`src/design/pitch_run_median_octave_fold_macros.svh`:
```
// assertion macros for the pitch run median smoother
`ifndef PITCH_RUN_MEDIAN_OCTAVE_FOLD_MACROS_SVH
`define PITCH_RUN_MEDIAN_OCTAVE_FOLD_MACROS_SVH
`ifndef SYNTHESIS
// same-cycle implication, disabled while reset is asserted
`define PMOF_ASSERT_IMPL(lbl, clk, rstn, ante, cons, msg) \
    lbl: assert property (@(posedge clk) disable iff (!(rstn)) (ante) |-> (cons)) \
        else $error(msg);
// next-cycle implication, disabled while reset is asserted
`define PMOF_ASSERT_NEXT(lbl, clk, rstn, ante, cons, msg) \
    lbl: assert property (@(posedge clk) disable iff (!(rstn)) (ante) |=> (cons)) \
        else $error(msg);
`else
`define PMOF_ASSERT_IMPL(lbl, clk, rstn, ante, cons, msg)
`define PMOF_ASSERT_NEXT(lbl, clk, rstn, ante, cons, msg)
`endif
`endif

```
`src/design/pmof_pkg.sv`:
```
// shared types, constants and codes of the pitch run median smoother
`default_nettype none
package pmof_pkg;

    // field widths
    localparam int PITCH_W   = 15;
    localparam int TONE_W    = 2;
    localparam int S_TDATA_W = 16;
    localparam int M_TDATA_W = 16;
    localparam int CFG_IDX_W = 1;
    localparam int CFG_DAT_W = 15;

    // window size
    localparam int HALF_WINDOW_DEF = 4;
    localparam int HALF_WINDOW_MAX = 7;
    localparam int CNT_W           = $clog2(2 * HALF_WINDOW_MAX + 2);

    // job queue between front and back
    localparam int QUEUE_DEPTH = 2;

    // octave folding, pitch in 1/256 semitone
    localparam int OCTAVE_UNITS = 3072;
    localparam int FOLD_LIMIT   = 768;
    localparam int FOLD_BIAS    = OCTAVE_UNITS / 2 + 12 * OCTAVE_UNITS;
    localparam int RECIP_3      = 171;
    localparam int RECIP_SHIFT  = 9;
    localparam int REL_W        = 13;
    localparam int PITCH_MAX    = (1 << PITCH_W) - 1;

    // tuning class limits on |deviation| in 1/256 semitone
    localparam int GOOD_DEV = 30;
    localparam int WARN_DEV = 102;

    // configuration register indexes
    localparam logic [CFG_IDX_W-1:0] REG_BASELINE = 1'd0;
    localparam logic [CFG_IDX_W-1:0] REG_FOLD_EN  = 1'd1;

    // job kinds handed from front to back
    typedef enum logic [1:0] {
        OP_SHIFT,
        OP_EMIT,
        OP_FLUSH
    } op_t;

    typedef enum logic [TONE_W-1:0] {
        TONE_FINE = 2'd0,
        TONE_NEAR = 2'd1,
        TONE_OFF  = 2'd2
    } tone_t;

    typedef enum logic [1:0] {
        ST_IDLE,
        ST_SCAN,
        ST_FOLD,
        ST_EMIT
    } back_state_t;

    typedef struct packed {
        op_t                op;
        logic [PITCH_W-1:0] pitch;
        logic [CNT_W-1:0]   cnt;   // frames to flush
        logic [CNT_W-1:0]   rc;    // frames held in the run
    } job_t;

endpackage
`default_nettype wire

```
`src/design/pitch_run_median_octave_fold.sv`:
```
// top level of the pitch run median smoother with octave folding
//
//   channel  dir  handshake          payload
//   s_       in   s_tvalid/s_tready  s_tdata[14:0] pitch, s_tuser voiced
//   m_       out  m_tvalid/m_tready  m_tdata[14:0] smoothed_pitch,
//                                    m_tuser tone_class, m_tlast last_of_burst
//   cfg_     in   cfg_we             cfg_index, cfg_wdata
//
// a frame is taken while the two-entry job queue has room.
// a frame without a result only shifts the back end window; a result of a job
// is found by the rank scan over hi+1 window entries, hi+1 being at most the
// window size (2*HALF_WINDOW+1, 9 by default); the scan tests one median
// candidate per cycle, and the median then passes the fold and result register.
// synchronous active-low reset clears counters, queue, sequencer and config.
// a stalled m_ side holds the result; the front keeps taking frames until
// the queue is full.
`default_nettype none
`include "pitch_run_median_octave_fold_macros.svh"
module pitch_run_median_octave_fold #(
    parameter int HALF_WINDOW = pmof_pkg::HALF_WINDOW_DEF
) (
    input  wire                            aclk,
    input  wire                            aresetn,
    input  wire                            s_tvalid,
    output logic                           s_tready,
    input  wire [pmof_pkg::S_TDATA_W-1:0]  s_tdata,   // [14:0] pitch, [15] zero
    input  wire                            s_tuser,   // [0] voiced
    output logic                           m_tvalid,
    input  wire                            m_tready,
    output logic [pmof_pkg::M_TDATA_W-1:0] m_tdata,   // [14:0] smoothed_pitch, [15] zero
    output logic [pmof_pkg::TONE_W-1:0]    m_tuser,   // [1:0] tone_class
    output logic                           m_tlast,   // last_of_burst
    input  wire                            cfg_we,
    input  wire [pmof_pkg::CFG_IDX_W-1:0]  cfg_index,
    input  wire [pmof_pkg::CFG_DAT_W-1:0]  cfg_wdata
);
    import pmof_pkg::*;

    logic q_push, q_full, q_empty, q_pop;
    job_t push_job, head_job;

    pmof_front #(
        .HALF_WINDOW (HALF_WINDOW)
    ) u_front (
        .aclk     (aclk),
        .aresetn  (aresetn),
        .s_tvalid (s_tvalid),
        .s_tready (s_tready),
        .s_tdata  (s_tdata),
        .s_tuser  (s_tuser),
        .q_full   (q_full),
        .q_push   (q_push),
        .q_job    (push_job)
    );

    pmof_queue u_queue (
        .aclk     (aclk),
        .aresetn  (aresetn),
        .push     (q_push),
        .push_job (push_job),
        .full     (q_full),
        .empty    (q_empty),
        .pop      (q_pop),
        .head_job (head_job)
    );

    pmof_back #(
        .HALF_WINDOW (HALF_WINDOW)
    ) u_back (
        .aclk      (aclk),
        .aresetn   (aresetn),
        .cfg_we    (cfg_we),
        .cfg_index (cfg_index),
        .cfg_wdata (cfg_wdata),
        .q_empty   (q_empty),
        .q_head    (head_job),
        .q_pop     (q_pop),
        .m_tvalid  (m_tvalid),
        .m_tready  (m_tready),
        .m_tdata   (m_tdata),
        .m_tuser   (m_tuser),
        .m_tlast   (m_tlast)
    );

    // queue never overflows or underflows, jobs come only from taken frames
    `PMOF_ASSERT_IMPL(a_push_room, aclk, aresetn, q_push, !q_full, "job pushed into full queue")
    `PMOF_ASSERT_IMPL(a_pop_data, aclk, aresetn, q_pop, !q_empty, "job popped from empty queue")
    `PMOF_ASSERT_IMPL(a_push_src, aclk, aresetn, q_push, s_tvalid && s_tready, "job without frame")
    `PMOF_ASSERT_NEXT(a_full_stall, aclk, aresetn, q_full && !q_pop, !s_tready, "full queue not stalling input")

endmodule
`default_nettype wire

```
`src/design/pmof_front.sv`:
```
// front end: accepts frames, tracks run and pending counts, issues jobs
`default_nettype none
module pmof_front #(
    parameter int HALF_WINDOW = pmof_pkg::HALF_WINDOW_DEF
) (
    input  wire                            aclk,
    input  wire                            aresetn,
    input  wire                            s_tvalid,
    output logic                           s_tready,
    input  wire [pmof_pkg::S_TDATA_W-1:0]  s_tdata,   // [14:0] pitch, [15] zero
    input  wire                            s_tuser,   // [0] voiced
    input  wire                            q_full,
    output logic                           q_push,
    output pmof_pkg::job_t                 q_job
);
    import pmof_pkg::*;

    localparam int WIN = 2 * HALF_WINDOW + 1;
    localparam int CW  = $clog2(WIN + 1);
    localparam int AW  = $clog2(HALF_WINDOW + 1);

    logic [CW-1:0] rc_reg, rc_next;
    logic [AW-1:0] pend_reg, pend_next;
    logic          xfer;

    assign s_tready = !q_full;
    assign xfer     = s_tvalid && s_tready;

    // classify the frame and update the counters
    always_comb begin
        rc_next     = rc_reg;
        pend_next   = pend_reg;
        q_push      = 1'b0;
        q_job.op    = OP_SHIFT;
        q_job.pitch = s_tdata[PITCH_W-1:0];
        q_job.cnt   = CNT_W'(pend_reg);
        q_job.rc    = CNT_W'(rc_reg);
        if (xfer) begin
            if (s_tuser) begin
                if (rc_reg != CW'(WIN)) begin
                    rc_next = rc_reg + 1'b1;
                end
                q_job.rc = CNT_W'(rc_next);
                q_push   = 1'b1;
                if (pend_reg == AW'(HALF_WINDOW)) begin
                    q_job.op = OP_EMIT;
                end else begin
                    q_job.op  = OP_SHIFT;
                    pend_next = pend_reg + 1'b1;
                end
            end else begin
                // unvoiced frame: flush what is pending, restart the run
                q_job.op  = OP_FLUSH;
                q_push    = (pend_reg != '0);
                rc_next   = '0;
                pend_next = '0;
            end
        end
    end

    always_ff @(posedge aclk) begin
        if (!aresetn) begin
            rc_reg   <= '0;
            pend_reg <= '0;
        end else begin
            rc_reg   <= rc_next;
            pend_reg <= pend_next;
        end
    end

endmodule
`default_nettype wire

```
`src/design/pmof_queue.sv`:
```
// short job queue between front end and back end
`default_nettype none
module pmof_queue (
    input  wire             aclk,
    input  wire             aresetn,
    input  wire             push,
    input  pmof_pkg::job_t  push_job,
    output logic            full,
    output logic            empty,
    input  wire             pop,
    output pmof_pkg::job_t  head_job
);
    import pmof_pkg::*;

    localparam int PTR_W = (QUEUE_DEPTH > 1) ? $clog2(QUEUE_DEPTH) : 1;
    localparam int CNT_QW = $clog2(QUEUE_DEPTH + 1);

    job_t              mem_reg [QUEUE_DEPTH];
    logic [PTR_W-1:0]  wr_ptr_reg, wr_ptr_next;
    logic [PTR_W-1:0]  rd_ptr_reg, rd_ptr_next;
    logic [CNT_QW-1:0] count_reg, count_next;
    logic              do_push, do_pop;

    assign full     = (count_reg == CNT_QW'(QUEUE_DEPTH));
    assign empty    = (count_reg == '0);
    assign do_push  = push && !full;
    assign do_pop   = pop && !empty;
    assign head_job = mem_reg[rd_ptr_reg];

    // pointer and count update
    always_comb begin
        wr_ptr_next = wr_ptr_reg;
        rd_ptr_next = rd_ptr_reg;
        count_next  = count_reg;
        if (do_push) begin
            wr_ptr_next = (wr_ptr_reg == PTR_W'(QUEUE_DEPTH - 1)) ? '0 : wr_ptr_reg + 1'b1;
        end
        if (do_pop) begin
            rd_ptr_next = (rd_ptr_reg == PTR_W'(QUEUE_DEPTH - 1)) ? '0 : rd_ptr_reg + 1'b1;
        end
        if (do_push && !do_pop) begin
            count_next = count_reg + 1'b1;
        end else if (do_pop && !do_push) begin
            count_next = count_reg - 1'b1;
        end
    end

    always_ff @(posedge aclk) begin
        if (!aresetn) begin
            wr_ptr_reg <= '0;
            rd_ptr_reg <= '0;
            count_reg  <= '0;
        end else begin
            wr_ptr_reg <= wr_ptr_next;
            rd_ptr_reg <= rd_ptr_next;
            count_reg  <= count_next;
        end
    end

    // job storage
    always_ff @(posedge aclk) begin
        if (do_push) begin
            mem_reg[wr_ptr_reg] <= push_job;
        end
    end

endmodule
`default_nettype wire

```
`src/design/pmof_back.sv`:
```
// back end: frame window, rank-scan median, octave fold and result register
`default_nettype none
module pmof_back #(
    parameter int HALF_WINDOW = pmof_pkg::HALF_WINDOW_DEF
) (
    input  wire                            aclk,
    input  wire                            aresetn,
    input  wire                            cfg_we,
    input  wire [pmof_pkg::CFG_IDX_W-1:0]  cfg_index,
    input  wire [pmof_pkg::CFG_DAT_W-1:0]  cfg_wdata,
    input  wire                            q_empty,
    input  pmof_pkg::job_t                 q_head,
    output logic                           q_pop,
    output logic                           m_tvalid,
    input  wire                            m_tready,
    output logic [pmof_pkg::M_TDATA_W-1:0] m_tdata,   // [14:0] smoothed_pitch, [15] zero
    output logic [pmof_pkg::TONE_W-1:0]    m_tuser,   // [1:0] tone_class
    output logic                           m_tlast    // last_of_burst
);
    import pmof_pkg::*;

    localparam int WIN = 2 * HALF_WINDOW + 1;
    localparam int CW  = $clog2(WIN + 1);
    localparam int AW  = $clog2(HALF_WINDOW + 1);
    localparam int IW  = $clog2(WIN);

    // highest window age used by the median centred on the given age
    function automatic logic [IW-1:0] hi_of(input logic [AW-1:0] age,
                                            input logic [CW-1:0] rc);
        logic [CW-1:0] reach;
        logic [CW-1:0] top;
        reach = CW'(age) + CW'(HALF_WINDOW);
        top   = rc - 1'b1;
        return (reach < top) ? IW'(reach) : IW'(top);
    endfunction

    // configuration registers
    logic [PITCH_W-1:0] base_reg;
    logic               fold_en_reg;

    // frame window, newest first
    logic [PITCH_W-1:0] win_reg [WIN];
    logic               win_shift;

    back_state_t         state_reg, state_next;
    logic [AW-1:0]       age_reg, age_next;
    logic [CW-1:0]       rc_reg, rc_next;
    logic [IW-1:0]       hi_reg, hi_next;
    logic [IW-1:0]       cand_reg, cand_next;
    logic                flush_reg, flush_next;
    logic [PITCH_W-1:0]  med_reg, med_next;
    logic signed [REL_W-1:0] rel_reg, rel_next;
    logic                fold_ok_reg, fold_ok_next;
    logic                m_valid_reg, m_valid_next;
    logic [PITCH_W-1:0]  m_pitch_reg, m_pitch_next;
    logic [TONE_W-1:0]   m_tone_reg, m_tone_next;
    logic                m_last_reg, m_last_next;

    // rank of the candidate inside the window
    logic [PITCH_W-1:0] cand_val;
    logic [CW-1:0]      rank;
    logic [CW-1:0]      target;

    assign cand_val = win_reg[cand_reg];
    assign target   = (CW'(hi_reg) + 1'b1) >> 1;

    always_comb begin
        rank = '0;
        for (int j = 0; j < WIN; j++) begin
            if ((IW'(j) <= hi_reg) &&
                ((win_reg[j] < cand_val) ||
                 ((win_reg[j] == cand_val) && (IW'(j) < cand_reg)))) begin
                rank = rank + 1'b1;
            end
        end
    end

    // fold, first half: distance to the baseline pitch class
    logic signed [17:0]     diff;
    logic signed [17:0]     biased;
    logic [6:0]             oct_hi;
    logic [14:0]            quot_prod;
    logic [5:0]             quot;
    logic [6:0]             oct_mod;
    logic [11:0]            in_oct;
    logic signed [REL_W-1:0] rel_calc;

    assign diff      = $signed({3'b000, med_reg}) - $signed({3'b000, base_reg});
    assign biased    = diff + 18'(FOLD_BIAS);
    assign oct_hi    = biased[16:10];
    assign quot_prod = 15'(oct_hi) * 15'(RECIP_3);
    assign quot      = quot_prod[14:RECIP_SHIFT];
    assign oct_mod   = oct_hi - 7'(quot) * 7'd3;
    assign in_oct    = {oct_mod[1:0], biased[9:0]};
    assign rel_calc  = $signed({1'b0, in_oct}) - REL_W'(OCTAVE_UNITS / 2);

    // fold, second half: move into the baseline octave and saturate
    logic signed [16:0]  moved;
    logic [PITCH_W-1:0]  clamped;
    logic [PITCH_W-1:0]  result;
    logic signed [7:0]   dev;
    logic [7:0]          dev_mag;
    logic [TONE_W-1:0]   tone;

    assign moved = $signed({2'b00, base_reg}) + 17'(rel_reg);

    always_comb begin
        if (moved < 0) begin
            clamped = '0;
        end else if (moved > 17'(PITCH_MAX)) begin
            clamped = PITCH_W'(PITCH_MAX);
        end else begin
            clamped = moved[PITCH_W-1:0];
        end
    end

    assign result  = fold_ok_reg ? clamped : med_reg;
    assign dev     = $signed(result[7:0]);
    assign dev_mag = dev[7] ? 8'(-dev) : 8'(dev);

    // tuning class
    always_comb begin
        if (dev_mag <= 8'(GOOD_DEV)) begin
            tone = TONE_FINE;
        end else if (dev_mag <= 8'(WARN_DEV)) begin
            tone = TONE_NEAR;
        end else begin
            tone = TONE_OFF;
        end
    end

    // sequencer: pop job, scan ranks, fold, hand over the result
    always_comb begin
        state_next   = state_reg;
        age_next     = age_reg;
        rc_next      = rc_reg;
        hi_next      = hi_reg;
        cand_next    = cand_reg;
        flush_next   = flush_reg;
        med_next     = med_reg;
        rel_next     = rel_reg;
        fold_ok_next = fold_ok_reg;
        m_valid_next = m_valid_reg;
        m_pitch_next = m_pitch_reg;
        m_tone_next  = m_tone_reg;
        m_last_next  = m_last_reg;
        q_pop        = 1'b0;
        win_shift    = 1'b0;

        if (m_valid_reg && m_tready) begin
            m_valid_next = 1'b0;
        end

        case (state_reg)
            ST_IDLE: begin
                if (!q_empty) begin
                    q_pop     = 1'b1;
                    rc_next   = q_head.rc[CW-1:0];
                    cand_next = '0;
                    case (q_head.op)
                        OP_SHIFT: begin
                            win_shift = 1'b1;
                        end
                        OP_EMIT: begin
                            win_shift  = 1'b1;
                            flush_next = 1'b0;
                            age_next   = AW'(HALF_WINDOW);
                            hi_next    = hi_of(AW'(HALF_WINDOW), q_head.rc[CW-1:0]);
                            state_next = ST_SCAN;
                        end
                        OP_FLUSH: begin
                            flush_next = 1'b1;
                            age_next   = AW'(q_head.cnt - 1'b1);
                            hi_next    = hi_of(AW'(q_head.cnt - 1'b1), q_head.rc[CW-1:0]);
                            state_next = ST_SCAN;
                        end
                        default: begin
                            state_next = ST_IDLE;
                        end
                    endcase
                end
            end
            ST_SCAN: begin
                if (rank == target) begin
                    med_next   = cand_val;
                    state_next = ST_FOLD;
                end else begin
                    cand_next = cand_reg + 1'b1;
                end
            end
            ST_FOLD: begin
                rel_next     = rel_calc;
                fold_ok_next = fold_en_reg &&
                               (rel_calc > -REL_W'(FOLD_LIMIT)) &&
                               (rel_calc < REL_W'(FOLD_LIMIT));
                state_next   = ST_EMIT;
            end
            ST_EMIT: begin
                if (!m_valid_reg || m_tready) begin
                    m_valid_next = 1'b1;
                    m_pitch_next = result;
                    m_tone_next  = tone;
                    m_last_next  = !flush_reg || (age_reg == '0);
                    if (flush_reg && (age_reg != '0)) begin
                        age_next   = age_reg - 1'b1;
                        hi_next    = hi_of(age_reg - 1'b1, rc_reg);
                        cand_next  = '0;
                        state_next = ST_SCAN;
                    end else begin
                        state_next = ST_IDLE;
                    end
                end
            end
            default: begin
                state_next = ST_IDLE;
            end
        endcase
    end

    // control registers
    always_ff @(posedge aclk) begin
        if (!aresetn) begin
            state_reg   <= ST_IDLE;
            m_valid_reg <= 1'b0;
        end else begin
            state_reg   <= state_next;
            m_valid_reg <= m_valid_next;
        end
    end

    // working and result payload
    always_ff @(posedge aclk) begin
        age_reg     <= age_next;
        rc_reg      <= rc_next;
        hi_reg      <= hi_next;
        cand_reg    <= cand_next;
        flush_reg   <= flush_next;
        med_reg     <= med_next;
        rel_reg     <= rel_next;
        fold_ok_reg <= fold_ok_next;
        m_pitch_reg <= m_pitch_next;
        m_tone_reg  <= m_tone_next;
        m_last_reg  <= m_last_next;
    end

    // window shift
    always_ff @(posedge aclk) begin
        if (win_shift) begin
            win_reg[0] <= q_head.pitch;
            for (int i = 1; i < WIN; i++) begin
                win_reg[i] <= win_reg[i-1];
            end
        end
    end

    // configuration writes
    always_ff @(posedge aclk) begin
        if (!aresetn) begin
            base_reg    <= '0;
            fold_en_reg <= 1'b0;
        end else if (cfg_we) begin
            case (cfg_index)
                REG_BASELINE: base_reg    <= cfg_wdata[PITCH_W-1:0];
                REG_FOLD_EN:  fold_en_reg <= cfg_wdata[0];
                default: begin
                    base_reg <= base_reg;
                end
            endcase
        end
    end

    assign m_tvalid = m_valid_reg;
    assign m_tdata  = M_TDATA_W'(m_pitch_reg);
    assign m_tuser  = m_tone_reg;
    assign m_tlast  = m_last_reg;

endmodule
`default_nettype wire
```
`config.mk`:
```
export PLATFORM = sky130hd
export DESIGN_NAME = pitch_run_median_octave_fold
export DESIGN_NICKNAME = d
export VERILOG_FILES = /design/src/design/pmof_pkg.sv /design/src/design/pitch_run_median_octave_fold.sv /design/src/design/pmof_front.sv /design/src/design/pmof_queue.sv /design/src/design/pmof_back.sv
export VERILOG_INCLUDE_DIRS = /design/src /design/src/design
export SDC_FILE = /design/constraint.sdc
export NUM_CORES = 1
export LEC_CHECK = 0
export BUFFER_PORTS_ARGS = -buffer_cell sky130_fd_sc_hd__buf_2
export CORE_MARGIN = 3
export CORE_UTILIZATION = 65
export CTS_CLUSTER_DIAMETER = 60
export DETAILED_ROUTE_END_ITERATION = 12
export GPL_TIMING_DRIVEN = 0
export PLACE_DENSITY = 0.89
export SETUP_SLACK_MARGIN = 0.5
export SLEW_MARGIN = 20
export SYNTH_ARGS = -nofsm -noshare
export SYNTH_HDL_FRONTEND = slang
export SYNTH_HIERARCHICAL = 1
export SYNTH_SLANG_ARGS = --single-unit
```
`constraint.sdc`:
```
create_clock -name aclk -period 18.4 [get_ports aclk]
set_input_delay 3.68 -clock aclk [delete_from_list [all_inputs] [get_ports aclk]]
set_output_delay 3.68 -clock aclk [all_outputs]
set_load 0.02 [all_outputs]
```
# Word-level counts from Yosys, hierarchy flattened
# Memories as Yosys holds them, arrays and structs flattened. A register that Yosys moved wholly into a read port is not among the register bits.
# Index checks and enable logic that the tools add are counted.
classes:
  n_addsub: 28
  multipliers: 2
  magnitude_cmp: 36
  eq_ne: 26
  mux: 69
  n_bitwise: 2
  reduce_logical: 66
ops:
  columns: ["op", "n"]
  rows:
  - ["== test 15 bit", 9]
  - ["< comparator 15 bit", 9]
  - ["2-to-1 mux 4 bit", 23]
  - ["2-to-1 mux 15 bit", 3]
  - ["adder 4 x 1 -> 4 bit, second input constant", 11]
  - ["logical AND 1 bit", 27]
  - ["2-to-1 mux 1 bit", 21]
  - ["adder 16 x 13 -> 17 bit", 1]
  - ["adder 16 x 17 -> 17 bit, second input constant", 1]
  - ["greater-than comparator 17 x 16 -> 1 bit, second input constant", 1]
  - ["< comparator 17 x 1 -> 1 bit, second input constant", 1]
  - ["less-or-equal comparator 3 x 4 -> 1 bit, first input constant", 4]
  - ["< comparator 3 x 4 -> 1 bit, first input constant", 4]
  - ["2-to-1 mux 2 bit", 8]
  - ["case mux 4 bit (2 select lines)", 2]
  - ["subtractor 15 x 15 -> 16 bit", 1]
  - ["multiplier 7 x 8 -> 15 bit, second input constant", 1]
  - ["2-to-1 mux 3 bit", 5]
  - ["greater-than comparator 13 x 11 -> 1 bit, second input constant", 1]
  - ["< comparator 13 x 11 -> 1 bit, second input constant", 1]
  - ["subtractor 12 x 11 -> 13 bit, second input constant", 1]
  - ["case mux 3 bit (2 select lines)", 2]
  - ["case mux 4 bit (3 select lines)", 1]
  - ["AND reduction 2 bit", 6]
  - ["other kinds (42)", 85]
totals:
  regBits: 93
  ram_bits: 183
  input_bits: 38
  elab_cells: 251
  mem_count: 2
memory_table:
  columns: ["name", "depth", "word_bits", "read_ports", "rd_clocked_by_memory_dff", "wr", "line_no", "source"]
  rows:
  - ["u_back.win_reg", 9, 15, 10, 1, 9, "pmof_back.sv:42", "logic [PITCH_W-1:0] win_reg [WIN];"]
  - ["u_queue.mem_reg", 2, 24, 1, 1, 1, "pmof_queue.sv:18", "job_t mem_reg [QUEUE_DEPTH];"]

# Logic depth before layout (Yosys ltp)
# An unclocked memory read counts as a cell.
depth:
  depth_word: 26
  depth_mapped: 47
  depth_no_buf: 46

# Cells and area by module
# Netlist, hierarchy kept.
by_module_without_submodules:
  columns: ["mod", "instances", "cells_per_inst", "area_each_um2"]
  rows:
  - ["pmof_back", 1, 1392, 15656.3]
  - ["pmof_queue", 1, 103, 2037.0]
  - ["pmof_front", 1, 77, 601.8]

# Worst setup path before layout
# No wires, ideal clock.
synth_timing:
  path_kind: "reg2reg"
  from: "register (tool-made name)"
  to: "register u_back.med_reg[0], enable pin"
  setup_ps: 386
  t_arrival_ps: 8828
  required_time_ps: 18014
  path_slack_ps: 9185
  stages_incl_launch_ff: 46
  n_path_buf: 1
  period_less_slack_ps: 9215
  path_cell_list: "dfxtp_1 > buf_1 > mux4_2 > mux2i_1 > o21a_1 > ha_1 > nor2b_1 > o21a_1 > o21ai_0 > nand2b_1 > a21oi_1 > nor2b_1 > o21ai_0 > nand2b_1 > a21oi_1 > o31ai_1 > a22o_1 > inv_1 > [... 10 more ...] > o21ai_0 > ha_1 > inv_1 > a221o_1 > inv_1 > ha_1 > nand2_1 > nand2_1 > ha_1 > nor2_1 > a31oi_1 > ha_1 > or2b_1 > o31ai_1 > xor3_1 > nor3_2 > nand3_2 > nor2_1"
synth_rtl:
  columns: ["element", "line_no", "source"]
  rows:
  - ["to (signal assigned)", "pmof_back.sv:238", "med_reg <= med_next;"]
  - ["to (decl)", "pmof_back.sv:51", "logic [PITCH_W-1:0] med_reg, med_next;"]

==> flow_metrics.env <==
export IMPL_cts_tree="built"
export IMPL_clock_latency_ns=0.58
export IMPL_grt_overflow_total=0
export IMPL_drtAntennaViolNets=0
export IMPL_r2r_end="u_back/med_reg[2]"
export IMPL_grt_pass1_wl_mm=67.5
export IMPL_drive_above_1_share_pct=13.3
export IMPL_final_area_um2=20100
export IMPL_largest_reg_flops=135
export IMPL_start_util_pct=66.8
export IMPL_clockBufferDepth=3
export IMPL_finalClockSkew_ns=0.0227
export IMPL_first_pass_iters=6
export IMPL_dpl_cell_area_um2=19000
export IMPL_grtUsageTotal_pct=27.7
export IMPL_die_x_um=173
export IMPL_dp_hpwl_mm=31.4
export IMPL_rsz0062_at_grt="false"
export IMPL_yosysWarnings=6
export IMPL_cts_resized=0
export IMPL_cts_buffers=30
export IMPL_critical_path_max_stage_delay_ns=0.95
export IMPL_final_fill_count=1755
export IMPL_worst_path_max_delay_cell="o21ai_1"
export IMPL_crit_path_end_kind="register"
export IMPL_wl_per_cell_um=20.7
export IMPL_via_per_inst=6.43
export IMPL_area_growth_pct=10.2
export IMPL_cap_violations=0
export IMPL_fin_tns_setup_ns=0
export IMPL_vias=13107
export IMPL_drt_iter0_drc=1410
export IMPL_syn_cell_area_um2=18200
export IMPL_die_y_um=173
export IMPL_crit_fanout=15
export IMPL_status="finished clean"
export IMPL_ctsHoldBuffers=0
export IMPL_crit_path_end="u_back/med_reg[2]"
export IMPL_setup_viol=0
export IMPL_slew_violations=0
export IMPL_mappedNetlistNets=1853
export IMPL_cp_common_cell="ha_1"
export IMPL_hold_worst_slack_ns=0.479
export IMPL_ctsHtreeMaxLevel=1
export IMPL_core_area_um2=27300
export IMPL_hp_class="register to register"
export IMPL_critical_path_required_ns=18.59
export IMPL_timing_fmax_mhz=89.9
export IMPL_grt_pass1_vias=13274
export IMPL_wirelength_mm=42.3
export IMPL_maxSlewHeadroom_pct=21.0
export IMPL_fin_crit_sh_pct=60.4
export IMPL_regToRegSetupSlack_ns=7.28
export IMPL_clkTransAtPathRegs_ns=0.06
export IMPL_worst_setup_path_type="register to register"
export IMPL_drc=0
export IMPL_post_cts_buffers=0
export IMPL_hold_violations=0
export IMPL_post_route_min_period_ns=11.12
export IMPL_cts_root_buf="clkbuf_16"
export IMPL_nNetsFinal=1929
export IMPL_gp_congestion=0.909
export IMPL_io_pin_count=59
export IMPL_num_rows=60
export IMPL_start_kind="register"
export IMPL_cts_sinks=281
export IMPL_rr_worst_depth=45
export IMPL_antenna_found_initial=0
export IMPL_grt_max_degree=49
export IMPL_portBuffers=40
export IMPL_n_antenna_cell=0
export IMPL_avgSynthCellArea_um2=11.6
export IMPL_syn_inst=1567
export IMPL_worst_slew_pin_slew_ns=1.18
export IMPL_critPathArrivalTime_ns=11.31
export IMPL_post_route_util_pct=73.6
export IMPL_die_area_um2=30100
==> final cells by class <==
type / instances / area [µm²] / share of cell area [%]
multi-input combinational: 1108 / 9380 / 46.7
sequential: 281 / 8090 / 40.3
clock buffer: 40 / 858 / 4.28
inverter: 135 / 507 / 2.52
tap: 372 / 465 / 2.32
timing repair buffer: 44 / 274 / 1.37
buffer: 43 / 260 / 1.30
clock inverter: 16 / 239 / 1.19
==> placed cells by master, fill, tap and decap left out, types with 22 or more instances in the layout <==
| cell type | n |
|---|---|
| nand3_1 | 36 |
| nand2_1 | 109 |
| o21ai_0 | 47 |
| nand2b_1 | 22 |
| nand4_1 | 25 |
| dfxtp_1 | 35 |
| inv_1 | 132 |
| ha_1 | 238 |
| clkbuf_16 | 30 |
| mux2i_1 | 25 |
| a21o_1 | 25 |
| o21a_1 | 26 |
| buf_2 | 43 |
| nor2_1 | 74 |
| xnor2_1 | 50 |
| a21oi_1 | 85 |
| mux4_2 | 30 |
| edfxtp_1 | 246 |
| mux2_2 | 27 |
==> critical path: cells and delay by family (launching register included) <==
kind	cells	cell delay, ns
adders and majority gates	8	2.30
and+or+nand+nor	15	2.75
DFF	1	0.35
muxes	2	0.55
AOI/OAI and AO/OA	14	3.37
xor gates and xnor gates	1	0.31
buffers and inverters	5	1.11
==> layer usage <==
metal	vias to the layer above	track usage (%)	share of wire, %
met5	-	0	0
li1	6003	-	-
met1	6269	33.6	38
met4	0	12.0	4.7
met3	167	4.42	7.7
met2	668	48.8	50
==> metrics by stage <==
step                      std cells  setup slack (ns)
after floorplan                1567              9.19
after global placement         1979              7.42
after detailed placement       1983              7.74
after CTS                      2039              7.50
after global routing           2039              6.78
final                          2039              7.28
==> how the worst min path moves through the flow <==
stage                    startpoint                   end  slack (ns)  cells past startpoint
3_3_place_gp     u_back/fold_en_reg    u_back/fold_en_reg        0.45                      2
2_1_floorplan    u_back/fold_en_reg    u_back/fold_en_reg        0.44                      2
6_report       u_back/win_reg[6][8]  u_back/win_reg[7][8]        0.48                      0
4_1_cts        u_back/win_reg[6][7]  u_back/win_reg[7][7]        0.47                      0
3_5_place_dp   u_back/win_reg[5][0]  u_back/win_reg[6][0]        0.46                      0
5_1_grt        u_back/win_reg[2][0]  u_back/win_reg[3][0]        0.50                      0
Power is left out: the tool's default activity adds up to more than one toggle a clock period on the data nets, which glitch-free logic cannot reach.
